===== src/rtl/msr_pkg.sv =====
`timescale 1ns / 1ps
// Shared types and constants for the masked signature scan and resolve unit.
// No dependencies; every other file in this block but msr_stream_if imports this package.
package msr_pkg;

  localparam int PATTERN_MAX_DEF   = 16;
  localparam int POSITION_BITS_DEF = 32;
  localparam int PATTERN_BYTES     = 16;
  localparam int DISP_BYTES        = 4;
  localparam int DISP_W            = 32;
  localparam int ADDR_W            = 64;
  localparam int CFG_INDEX_W       = 3;
  localparam int CFG_DATA_W        = 64;
  localparam int CARE_W            = 16;
  localparam int LEN_W             = 5;
  localparam int OFFSET_W          = 8;
  localparam int GOT_W             = 3;

  typedef enum logic [CFG_INDEX_W-1:0] {
    REG_PATTERN_LOW  = 3'd0,
    REG_PATTERN_HIGH = 3'd1,
    REG_CARE_MASK    = 3'd2,
    REG_PATTERN_LEN  = 3'd3,
    REG_BASE_ADDRESS = 3'd4,
    REG_DISP_OFFSET  = 3'd5,
    REG_INSTR_LENGTH = 3'd6
  } cfg_reg_t;

  // Outcome of the window compare for the current byte.
  typedef struct packed {
    logic              hit;
    logic [GOT_W-1:0]  got;
    logic [DISP_W-1:0] disp;
  } msr_match_t;

endpackage


===== src/rtl/msr_stream_if.sv =====
`timescale 1ns / 1ps
// Valid/ready channel interfaces for the byte stream and the scan result.
// Depends on nothing; used by the top level of the scan unit.
interface msr_in_if;
  logic       valid;
  logic       ready;
  logic [7:0] data_byte;
  logic       last_byte;

  modport source (output valid, output data_byte, output last_byte, input ready);
  modport sink   (input valid, input data_byte, input last_byte, output ready);
endinterface

interface msr_out_if;
  logic        valid;
  logic        ready;
  logic        found;
  logic [63:0] match_address;
  logic        resolved;
  logic [63:0] target_address;

  modport source (output valid, output found, output match_address,
                  output resolved, output target_address, input ready);
  modport sink   (input valid, input found, input match_address,
                  input resolved, input target_address, output ready);
endinterface


===== src/rtl/msr_match.sv =====
`timescale 1ns / 1ps
// Masked window compare and gathering of displacement bytes already in the window.
// Depends on msr_pkg.
module msr_match #(
  parameter int  PATTERN_MAX = msr_pkg::PATTERN_MAX_DEF,
  localparam int NCMP = (PATTERN_MAX < msr_pkg::PATTERN_BYTES) ?
                        PATTERN_MAX : msr_pkg::PATTERN_BYTES
) (
  input  logic [NCMP-1:0][7:0]                      window,
  input  logic [msr_pkg::PATTERN_BYTES-1:0][7:0]    pattern,
  input  logic [msr_pkg::CARE_W-1:0]                care_mask,
  input  logic [msr_pkg::LEN_W-1:0]                 pattern_length,
  input  logic [msr_pkg::OFFSET_W-1:0]              disp_offset,
  input  logic                                      enable,
  output msr_pkg::msr_match_t                       result
);
  import msr_pkg::*;

  localparam int IDXW = (NCMP > 1) ? $clog2(NCMP) : 1;
  localparam int LW   = 7;
  localparam int SW   = 9;

  logic          len_ok;
  logic          all_ok;
  logic [LW-1:0] cmp_idx  [NCMP];
  logic [SW-1:0] span;
  logic [SW-1:0] disp_idx [DISP_BYTES];
  logic [GOT_W-1:0] got;
  logic [DISP_W-1:0] disp;

  assign len_ok = (pattern_length != '0) && (LW'(pattern_length) <= LW'(NCMP));

  // Pattern byte j lines up with the window entry length-1-j (newest first).
  always_comb begin
    all_ok = 1'b1;
    for (int j = 0; j < NCMP; j++) begin
      cmp_idx[j] = LW'(pattern_length) - LW'(j) - LW'(1);
      if ((LW'(j) < LW'(pattern_length)) && care_mask[j] &&
          (pattern[j] != window[cmp_idx[j][IDXW-1:0]])) begin
        all_ok = 1'b0;
      end
    end
  end

  // Displacement bytes that already sit in the window at match time.
  always_comb begin
    if (SW'(pattern_length) > SW'(disp_offset)) begin
      span = SW'(pattern_length) - SW'(disp_offset);
    end else begin
      span = '0;
    end
    got = (span >= SW'(DISP_BYTES)) ? GOT_W'(DISP_BYTES) : span[GOT_W-1:0];
    disp = '0;
    for (int k = 0; k < DISP_BYTES; k++) begin
      disp_idx[k] = SW'(pattern_length) - SW'(disp_offset) - SW'(k) - SW'(1);
      if (GOT_W'(k) < got) begin
        disp[k*8 +: 8] = window[disp_idx[k][IDXW-1:0]];
      end
    end
  end

  assign result.hit  = enable && len_ok && all_ok;
  assign result.got  = got;
  assign result.disp = disp;

endmodule


===== src/rtl/masked_signature_scan_resolve_unit.sv =====
`timescale 1ns / 1ps
// Top level of the masked signature scan and resolve unit.
// Depends on msr_pkg, msr_stream_if (msr_in_if, msr_out_if) and msr_match.
//
//   Channel   Role     Transaction payload
//   -------   ------   ------------------------------------------------------
//   stream    sink     data_byte[7:0], last_byte
//   result    source   found, match_address[63:0], resolved, target_address[63:0]
//   cfg_*     write    cfg_we, cfg_index[2:0], cfg_data[63:0]
//
// One stream byte is taken per cycle unless the stream stalls; the compare and
// the displacement capture finish in the cycle the byte arrives.
// A byte marked last leaves its result through the final-state snapshot
// register and then the output register, where the two 64-bit address sums
// are formed.
// Synchronous active-high reset clears configuration and stream control flags.
// The stream stalls only while a snapshot is held and a full output is not taken.
module masked_signature_scan_resolve_unit #(
  parameter int PATTERN_MAX   = msr_pkg::PATTERN_MAX_DEF,
  parameter int POSITION_BITS = msr_pkg::POSITION_BITS_DEF
) (
  input  logic                              clk,
  input  logic                              rst,
  input  logic                              cfg_we,
  input  logic [msr_pkg::CFG_INDEX_W-1:0]   cfg_index,
  input  logic [msr_pkg::CFG_DATA_W-1:0]    cfg_data,
  msr_in_if.sink                            stream,
  msr_out_if.source                         result
);
  import msr_pkg::*;

  // Only the first sixteen window entries can ever be compared or read back,
  // so the window is no deeper than the pattern registers allow.
  localparam int NCMP = (PATTERN_MAX < PATTERN_BYTES) ? PATTERN_MAX : PATTERN_BYTES;
  localparam int PB   = POSITION_BITS;
  localparam int XW   = PB + 2;

  // Configuration registers.
  logic [63:0]         pattern_low;
  logic [63:0]         pattern_high;
  logic [CARE_W-1:0]   care_mask;
  logic [LEN_W-1:0]    pattern_length;
  logic [ADDR_W-1:0]   base_address;
  logic [OFFSET_W-1:0] disp_offset;
  logic [OFFSET_W-1:0] instr_length;

  // Stream state.
  logic [NCMP-1:0][7:0] window;
  logic [NCMP-1:0][7:0] window_next;
  logic [PB-1:0]        byte_pos;
  logic                 match_seen;
  logic                 match_seen_next;
  logic [PB-1:0]        match_pos;
  logic [PB-1:0]        match_pos_next;
  logic [DISP_W-1:0]    disp;
  logic [DISP_W-1:0]    disp_next;
  logic [GOT_W-1:0]     got;
  logic [GOT_W-1:0]     got_next;
  logic [XW-1:0]        next_idx;
  logic [XW-1:0]        next_idx_next;

  // Final-state snapshot between the scan and the address adders.
  logic              snap_valid;
  logic              snap_found;
  logic              snap_resolved;
  logic [PB-1:0]     snap_pos;
  logic [DISP_W-1:0] snap_disp;

  // Output register.
  logic              out_valid;
  logic              out_found;
  logic              out_resolved;
  logic [ADDR_W-1:0] out_match_address;
  logic [ADDR_W-1:0] out_target_address;

  logic accept;
  logic step;
  logic snap_move;
  logic len_reached;
  logic capture;
  logic [9:0] idx_delta;
  logic [ADDR_W-1:0] sum_match;
  logic [ADDR_W-1:0] sum_target;
  logic [PATTERN_BYTES-1:0][7:0] pattern;
  msr_match_t m;

  assign pattern = {pattern_high, pattern_low};

  // The snapshot can move on when the output register is empty or draining.
  assign snap_move    = snap_valid && (!out_valid || result.ready);
  assign stream.ready = !snap_valid || snap_move;
  assign accept       = stream.valid && stream.ready;
  // Once the position counter saturates, further bytes are ignored.
  assign step         = accept && (byte_pos != '1);

  always_comb begin
    window_next[0] = stream.data_byte;
    for (int i = 1; i < NCMP; i++) begin
      window_next[i] = window[i-1];
    end
  end

  assign len_reached = ((PB+1)'(byte_pos) + (PB+1)'(1)) >= (PB+1)'(pattern_length);

  msr_match #(
    .PATTERN_MAX (PATTERN_MAX)
  ) u_match (
    .window         (window_next),
    .pattern        (pattern),
    .care_mask      (care_mask),
    .pattern_length (pattern_length),
    .disp_offset    (disp_offset),
    .enable         (!match_seen && len_reached),
    .result         (m)
  );

  // A byte that arrives exactly at the next displacement position is captured
  // live; bytes that were already in the window come from the compare unit.
  assign capture = match_seen && (got < GOT_W'(DISP_BYTES)) &&
                   (next_idx == XW'(byte_pos));

  // Offset from the current position to the first byte still to be captured.
  assign idx_delta = 10'd1 + 10'(disp_offset) + 10'(m.got) - 10'(pattern_length);

  always_comb begin
    match_seen_next = match_seen;
    match_pos_next  = match_pos;
    disp_next       = disp;
    got_next        = got;
    next_idx_next   = next_idx;
    if (step) begin
      if (capture) begin
        for (int k = 0; k < DISP_BYTES; k++) begin
          if (got == GOT_W'(k)) begin
            disp_next[k*8 +: 8] = stream.data_byte;
          end
        end
        got_next      = got + GOT_W'(1);
        next_idx_next = next_idx + XW'(1);
      end else if (m.hit) begin
        match_seen_next = 1'b1;
        match_pos_next  = byte_pos + PB'(1) - PB'(pattern_length);
        disp_next       = m.disp;
        got_next        = m.got;
        next_idx_next   = XW'(byte_pos) + XW'(signed'(idx_delta));
      end
    end
  end

  // Configuration writes.
  always_ff @(posedge clk) begin
    if (rst) begin
      pattern_low    <= '0;
      pattern_high   <= '0;
      care_mask      <= '0;
      pattern_length <= '0;
      base_address   <= '0;
      disp_offset    <= '0;
      instr_length   <= '0;
    end else if (cfg_we) begin
      unique case (cfg_reg_t'(cfg_index))
        REG_PATTERN_LOW:  pattern_low    <= cfg_data;
        REG_PATTERN_HIGH: pattern_high   <= cfg_data;
        REG_CARE_MASK:    care_mask      <= cfg_data[CARE_W-1:0];
        REG_PATTERN_LEN:  pattern_length <= cfg_data[LEN_W-1:0];
        REG_BASE_ADDRESS: base_address   <= cfg_data;
        REG_DISP_OFFSET:  disp_offset    <= cfg_data[OFFSET_W-1:0];
        REG_INSTR_LENGTH: instr_length   <= cfg_data[OFFSET_W-1:0];
        default: ;
      endcase
    end
  end

  // Stream state: the window and displacement bytes need no reset because
  // they are only read at positions that were written in the current stream.
  always_ff @(posedge clk) begin
    if (step) begin
      window <= window_next;
    end
    match_pos <= match_pos_next;
    disp      <= disp_next;
    next_idx  <= next_idx_next;
    if (rst) begin
      byte_pos   <= '0;
      match_seen <= 1'b0;
      got        <= '0;
    end else if (accept && stream.last_byte) begin
      byte_pos   <= '0;
      match_seen <= 1'b0;
      got        <= '0;
    end else begin
      if (step) begin
        byte_pos <= byte_pos + PB'(1);
      end
      match_seen <= match_seen_next;
      got        <= got_next;
    end
  end

  // Snapshot of the state left by the last byte of a stream.
  always_ff @(posedge clk) begin
    if (accept && stream.last_byte) begin
      snap_found    <= match_seen_next;
      snap_resolved <= (got_next == GOT_W'(DISP_BYTES));
      snap_pos      <= match_pos_next;
      snap_disp     <= disp_next;
    end
    if (rst) begin
      snap_valid <= 1'b0;
    end else if (accept && stream.last_byte) begin
      snap_valid <= 1'b1;
    end else if (snap_move) begin
      snap_valid <= 1'b0;
    end
  end

  assign sum_match  = base_address + ADDR_W'(snap_pos);
  assign sum_target = sum_match + ADDR_W'(instr_length) + ADDR_W'(signed'(snap_disp));

  // Output register.
  always_ff @(posedge clk) begin
    if (snap_move) begin
      out_found          <= snap_found;
      out_resolved       <= snap_found && snap_resolved;
      out_match_address  <= snap_found ? sum_match : '0;
      out_target_address <= (snap_found && snap_resolved) ? sum_target : '0;
    end
    if (rst) begin
      out_valid <= 1'b0;
    end else if (snap_move) begin
      out_valid <= 1'b1;
    end else if (result.ready) begin
      out_valid <= 1'b0;
    end
  end

  assign result.valid          = out_valid;
  assign result.found          = out_found;
  assign result.match_address  = out_match_address;
  assign result.resolved       = out_resolved;
  assign result.target_address = out_target_address;

endmodule


===== src/flat_wrapper.sv =====
// flat-port wrapper written by rule: the top's interface ports become plain ports
module masked_signature_scan_resolve_unit_flat import msr_pkg::*;
#(
  parameter int PATTERN_MAX   = msr_pkg::PATTERN_MAX_DEF,
  parameter int POSITION_BITS = msr_pkg::POSITION_BITS_DEF
)
  (clk, rst, cfg_we, cfg_index, cfg_data, stream_valid, stream_data_byte, stream_last_byte, stream_ready, result_valid, result_found, result_match_address, result_resolved, result_target_address, result_ready);
  msr_in_if stream_i ();
  msr_out_if result_i ();
  input  logic clk;
  input  logic rst;
  input  logic cfg_we;
  input  logic [msr_pkg::CFG_INDEX_W-1:0] cfg_index;
  input  logic [msr_pkg::CFG_DATA_W-1:0] cfg_data;
  input wire logic [$bits(stream_i.valid)-1:0] stream_valid;
  input wire logic [$bits(stream_i.data_byte)-1:0] stream_data_byte;
  input wire logic [$bits(stream_i.last_byte)-1:0] stream_last_byte;
  output wire logic [$bits(stream_i.ready)-1:0] stream_ready;
  output wire logic [$bits(result_i.valid)-1:0] result_valid;
  output wire logic [$bits(result_i.found)-1:0] result_found;
  output wire logic [$bits(result_i.match_address)-1:0] result_match_address;
  output wire logic [$bits(result_i.resolved)-1:0] result_resolved;
  output wire logic [$bits(result_i.target_address)-1:0] result_target_address;
  input wire logic [$bits(result_i.ready)-1:0] result_ready;
  assign stream_i.valid = stream_valid;
  assign stream_i.data_byte = stream_data_byte;
  assign stream_i.last_byte = stream_last_byte;
  assign stream_ready = stream_i.ready;
  assign result_valid = result_i.valid;
  assign result_found = result_i.found;
  assign result_match_address = result_i.match_address;
  assign result_resolved = result_i.resolved;
  assign result_target_address = result_i.target_address;
  assign result_i.ready = result_ready;
  masked_signature_scan_resolve_unit #(.PATTERN_MAX(PATTERN_MAX), .POSITION_BITS(POSITION_BITS)) u_core (.clk(clk), .rst(rst), .cfg_we(cfg_we), .cfg_index(cfg_index), .cfg_data(cfg_data), .stream(stream_i), .result(result_i));
endmodule

===== config.mk =====
export PLATFORM = sky130hd
export DESIGN_NAME = masked_signature_scan_resolve_unit_flat
export DESIGN_NICKNAME = d
export VERILOG_FILES = /design/src/rtl/msr_pkg.sv /design/src/rtl/msr_stream_if.sv /design/src/rtl/msr_match.sv /design/src/rtl/masked_signature_scan_resolve_unit.sv /design/src/flat_wrapper.sv
export SDC_FILE = /design/constraint.sdc
export NUM_CORES = 2
export LEC_CHECK = 0
export ABC_AREA = 1
export BUFFER_PORTS_ARGS = -buffer_cell sky130_fd_sc_hd__buf_4
export CAP_MARGIN = 30
export CORE_MARGIN = 2
export CORE_UTILIZATION = 52
export DETAILED_ROUTE_END_ITERATION = 10
export PLACE_DENSITY = 0.79
export SYNTH_ARGS = -nofsm -noshare
export SYNTH_HDL_FRONTEND = slang
export SYNTH_SLANG_ARGS = --single-unit

===== constraint.sdc =====
create_clock -name clk -period 7.1 [get_ports clk]
set_input_delay 0.71 -clock clk [delete_from_list [all_inputs] [get_ports clk]]
set_output_delay 0.71 -clock clk [all_outputs]
set_load 0.03 [all_outputs]

# == Word-level counts from Yosys, hierarchy flattened ==
# Index checks and enable logic that the tools add are counted.
# classes
n_eq_ne,28
magnitude_cmp,45
muxes,84
reduce_logical,63
addsub,49
# op_table
cell,count
$bmux W8 S4,20
$mux W8,28
$mux W32,6
$ne A8 B8 Y1,16
$lt A4 B5 Y1 const B,20
$sub A4 B2 Y4 const B,19
$mux W34,2
$add A64 B32 Y64,1
$add A64 B64 Y64,1
$add A64 B8 Y64,1
$logic_and A1 B1 Y1,43
$lt A4 B5 Y1 const A,8
$add A33 B10 Y34,1
$add A34 B1 Y34 const B,1
$eq A34 B32 Y1,1
$add A32 B1 Y33 const B,1
$ge A33 B5 Y1,1
$add A32 B1 Y32 const B,1
$ne A32 B32 Y1 const B,1
$sub A32 B5 Y32,1
$sub A4 B4 Y4 const B,8
$mux W1,23
$lt A3 B5 Y1 const A,4
$sub A4 B1 Y4 const B,5
other kinds (26),56
# word_totals
word_cells,307
register_bits,681
out_inout_bits,132
input_bits,81

# == Logic depth before layout (Yosys ltp) ==
# depth
depth_word,26
ltp_mapped,46

# == Hierarchy ==
# A second synthesis with hierarchy kept.
# unflattened
cells_unflattened,7607
hier_area_um2,51086.5
# by_module_without_submodules
module,cells_each,area_per_inst_um2,seq_area_each_um2,n_inst
masked_signature_scan_resolve_unit,4719,37547.3,17136.4,1
msr_match,2888,13539.2,0.0,1

# == Worst setup path before layout ==
# No wires, ideal clock.
# synth_timing
path_type,in2reg
startpoint,input result_ready
endpoint,"register u_core.out_found (netlist: u_core.result.found), enable pin"
cell_stages,2
path_buffers,0
setup_time_ps,662
slack_ps,-536
arrival_ps,6974
cell_sequence,inv_1 a21oi_1
# synth_between
elab_chain_cells,2
# synth_lines
element,line,rtl
from (decl),flat_wrapper.sv:24,input wire logic [$bits(result_i.ready)-1:0] result_ready;
$logic_or A1 B1 Y1,masked_signature_scan_resolve_unit.sv:90,assign snap_move = snap_valid && (!out_valid || result.ready);
$logic_and A1 B1 Y1,masked_signature_scan_resolve_unit.sv:90,
via u_core.snap_move,masked_signature_scan_resolve_unit.sv:78,logic snap_move;
to (signal assigned),masked_signature_scan_resolve_unit.sv:223,out_found <= snap_found;
to (decl),masked_signature_scan_resolve_unit.sv:71,logic out_found;
# The timed path passes the listed nets, and every way through them passes these cells.
# A chain may end at the register's enable or synchronous reset.

# == Worst setup path in the final report ==
# layout_timing
startpoint,register u_core.disp_offset[2]
endpoint,"register u_core.next_idx[33], data pin"
# layout_between
elab_chain_cells,9
word_cells_on_any_way,11
classes_between,5 x add/sub; 2 x order compare; 4 x mux
# layout_lines
element,line,rtl
from (decl),masked_signature_scan_resolve_unit.sv:44,logic [OFFSET_W-1:0] disp_offset;
from (signal assigned),masked_signature_scan_resolve_unit.sv:167,REG_DISP_OFFSET: disp_offset <= cfg_data[OFFSET_W-1:0];
$sub A5 B8 Y9 / $gt A5 B8 Y1 (equally long branches),--,
$mux W9,msr_match.sv:47,if (SW'(pattern_length) > SW'(disp_offset)) begin
$ge A9 B3 Y1,msr_match.sv:52,got = (span >= SW'(DISP_BYTES)) ? GOT_W'(DISP_BYTES) : span[GOT_W-1:0];
$mux W3,msr_match.sv:52,
$add A10 B3 Y10 (*),masked_signature_scan_resolve_unit.sv:123,assign idx_delta = 10'd1 + 10'(disp_offset) + 10'(m.got) - 10'(pattern_length);
$sub A10 B5 Y10 (*),masked_signature_scan_resolve_unit.sv:123,
$add A33 B10 Y34 (*),masked_signature_scan_resolve_unit.sv:145,next_idx_next = XW'(byte_pos) + XW'(signed'(idx_delta));
$mux W34 (*),masked_signature_scan_resolve_unit.sv:140,end else if (m.hit) begin
$mux W34 (*),masked_signature_scan_resolve_unit.sv:132,if (capture) begin
to (signal assigned),masked_signature_scan_resolve_unit.sv:182,next_idx <= next_idx_next;
to (decl),masked_signature_scan_resolve_unit.sv:59,logic [XW-1:0] next_idx;
# Every way passes the cells marked *; elsewhere a longest branch is shown, timed or not. The select of a mux whose other input is x is not followed.

==> impl_metrics.tcl <==
set metrics [dict create \
    rsz0062_at_grt "true" \
    power_leakage_nw 25.6 \
    wl_per_cell_microns 24.7 \
    cp.required_ps 7500 \
    synth-seq-area-share_pct 34.2 \
    grt-ovfl-total 0 \
    start_util_pct 52.6 \
    crit_path_start_kind "flip-flop" \
    path_class "reg -> reg" \
    path_clk_slew_ps 60 \
    fin_cells 8824 \
    crit_path_end "u_core.next_idx[33]" \
    fp.dieH_microns 314 \
    fin_skew_ps 33.7 \
    r2r_cells 38 \
    grt_pass1_vias 47896 \
    grtUsageMet3_pct 13.8 \
    dr.pass1.iters 7 \
    drcViolationCount 0 \
    syn_avg_cell_area_sq_um 6.76 \
    wl_microns 218000 \
    grt_use_met2_pct 58.8 \
    peakVddDrop_mv 0.198 \
    via_per_inst 6.09 \
    h-tree-depth 3 \
    critPathArrivalTime_ps 6910 \
    grtUsageMet1_pct 60.2 \
    ios 213 \
    cts_tree "done" \
    syn_nets 7729 \
    drv_cap 0 \
    layout_min_cycle_time_ps 6510 \
    antenna_found_initial 8 \
    slowest_stage "fa_1" \
    grt_pass1_wl_microns 312000 \
    yosysTopAreaCell "edfxtp_1" \
    hold_class "in -> reg" \
    clk_root_buffer_cell "clkbuf_16" \
    cp_common_cell "nand2_1" \
    critPathLaunch "u_core.disp_offset[2]" \
    dp_hpwl_microns 169000 \
    cts_buffer_depth 3 \
    rrSetupSlack_ps 590 \
    timing.rr.end "u_core.next_idx[33]" \
    layout_commonest_cell "nand2_1" \
    mostFrequentLayoutCells "nand2_1, nand3_1, inv_1" \
    route.antenna.remaining_nets 0 \
    core_area_sq_um 95200 \
    synthArstFlopShare_pct 0 \
    cts_buffers 79 \
    ctsHoldBuffers 0 \
    dp.cells 8661 \
    ys_ff_latch 681 \
    fin_hold_ws_ps 246 \
    critPathCaptureType "flip-flop" \
    busiest_layer "met1" \
    finalSetupViolCount 0 \
    dieArea_sq_um 98800 \
    drive_gt1_share_pct 6.98 \
    globalRouteTotalUtil_pct 42.9 \
    synth_edf_count 350 \
    grt_max_degree 223 \
    cts.sink_count 681 \
    power_density_nw_per_um2 249 \
    max_freq_mhz 154 \
    yosys_warnings 0 \
    cp_top_family "compound AO/OA/AOI/OAI gates" \
    netlist.area_leader.share_pct 21.0 \
    post-route-period-util_pct 91.8 \
    io_buffer_count 212 \
    clkLatencyLatePin_ps 680 \
    critPathMaxStageDelay_ps 530 \
    timing.rr.start "u_core.disp_offset[2]" \
    ys.flop_type "edfxtp_1" \
    netlist_top_cells_area "edfxtp_1, nand2_1, dfxtp_1" \
    finalHoldViolations 0 \
    slew_headroom_pct 26.5 \
    status "completed" \
    crit_cells 38 \
    num_vias 53779 \
    report.final.slew_viol_count 0 \
    worstMarginPinSlew_ps 1090 \
    row_count 113 \
    die_w_microns 314 \
    worstPathMaxFanout 14 \
    first_iter_violations 8358 \
    area_delta_synth_final_pct 11.0 \
    syn_area_sq_um 50100 \
    path_buf_inv 4 \
    synthCells 7409 \
    globalplace.congestion 1.08 \
    netlist-cell-type-count 64 \
    fin_nets 7807 \
]
==> area by class of cell <==
| cell class | count | area [sq um] |
|---|---|---|
| Antenna cell | 7 | 17.5 |
| Multi-Input combinational cell | 5628 | 28800 |
| Clock inverter | 28 | 278 |
| Tap cell | 1265 | 1580 |
| Timing Repair Buffer | 301 | 2380 |
| Sequential cell | 681 | 17100 |
| Fill cell | 9114 | 39600 |
| Inverter | 796 | 3000 |
| Clock buffer | 118 | 2360 |
==> metrics by stage <==
step           setup slack, ps  area [sq um]  setup TNS, ps  power (mW)  utilization, %
2_1_floorplan              130         50100              0        7.85               -
3_3_place_gp               233         52700              0        9.27            55.4
3_5_place_dp               206         52700              0        9.35            55.4
4_1_cts                    165         55400              0        13.6            58.2
5_1_grt                  -11.7         55500          -11.7        14.4            58.4
6_report                   586         55600              0        13.8            58.4
==> report_power, final <==
| part | internal, mW | switching [mW] | leakage (nW) |
|---|---|---|---|
| registers | 4.56 | 0.280 | 6.05 |
| logic | 1.43 | 3.26 | 18.3 |
| clock network | 2.46 | 1.81 | 1.27 |
| total | 8.46 | 5.36 | 25.6 |
==> per-layer routing <==
layer,vias to the layer above,wire [microns]
met5,-,27
met1,24929,87400
li1,24894,-
met2,3424,85800
met3,528,32500
met4,4,12000
==> flip-flops by register name, indices dropped and copies added (netlist names), 3 cells and up <==
| signal | flops |
|---|---|
| u_core.base_address | 64 |
| u_core.byte_pos | 32 |
| u_core.care_mask | 16 |
| u_core.disp | 32 |
| u_core.disp_offset | 8 |
| u_core.got | 3 |
| u_core.instr_length | 8 |
| u_core.match_pos | 32 |
| u_core.next_idx | 34 |
| u_core.pattern_high | 64 |
| u_core.pattern_length | 5 |
| u_core.pattern_low | 64 |
| u_core.result.match_address | 64 |
| u_core.result.target_address | 64 |
| u_core.snap_disp | 32 |
| u_core.snap_pos | 32 |
| u_core.window | 120 |
==> Yosys cell counts, types with 11 or more instances <==
cell type and number:
nand2_1 1855, nand3_1 880, inv_1 776, nor2_1 757, o21ai_0 718, a21oi_1 430
edfxtp_1 350, dfxtp_1 331, ha_1 223, clkbuf_1 191, xor2_1 146, nor3_1 72
nand4_1 60, o211ai_1 59, nand3b_1 54, a31oi_1 53, buf_2 53, xnor2_1 47
buf_1 37, o21a_1 30, o31ai_1 23, or2_2 23, nor4_1 21, buf_4 17
a21boi_0 16, fa_1 16, a21o_1 15, inv_2 14, o21ai_1 14, mux2i_1 13
and2_1 11
==> worst min-delay path by stage <==
stage	startpoint	cells past startpoint	end	slack, ps
after global routing	rst	2	u_core.result.valid	240
after detailed placement	u_core.match_pos[29]	2	u_core.match_pos[29]	440
after global placement	u_core.match_pos[26]	2	u_core.match_pos[26]	440
after CTS	rst	2	u_core.result.valid	220
final	rst	2	u_core.result.valid	250
after floorplan	u_core.match_pos[10]	2	u_core.match_pos[10]	420
==> cell families after synthesis <==
family / synth area share, %
AND/OR/NAND/NOR: 32.0
buffers and inverters: 8.60
flip-flops: 34.2
multiplexers: 0.260
XOR/XNOR: 3.49
adder cells (fa/ha/maj): 6.21
AO/OA/AOI/OAI: 15.2
==> what timing repair did <==
| action | in CTS | in global routing |
|---|---|---|
| endpoints found under the setup margin | 0 | 13 |
| hold endpoints to repair | 0 | 0 |
| setup buffers | 0 | 5 |
| resized for setup | 0 | 12 |
(Power assumes the default switching activity.)
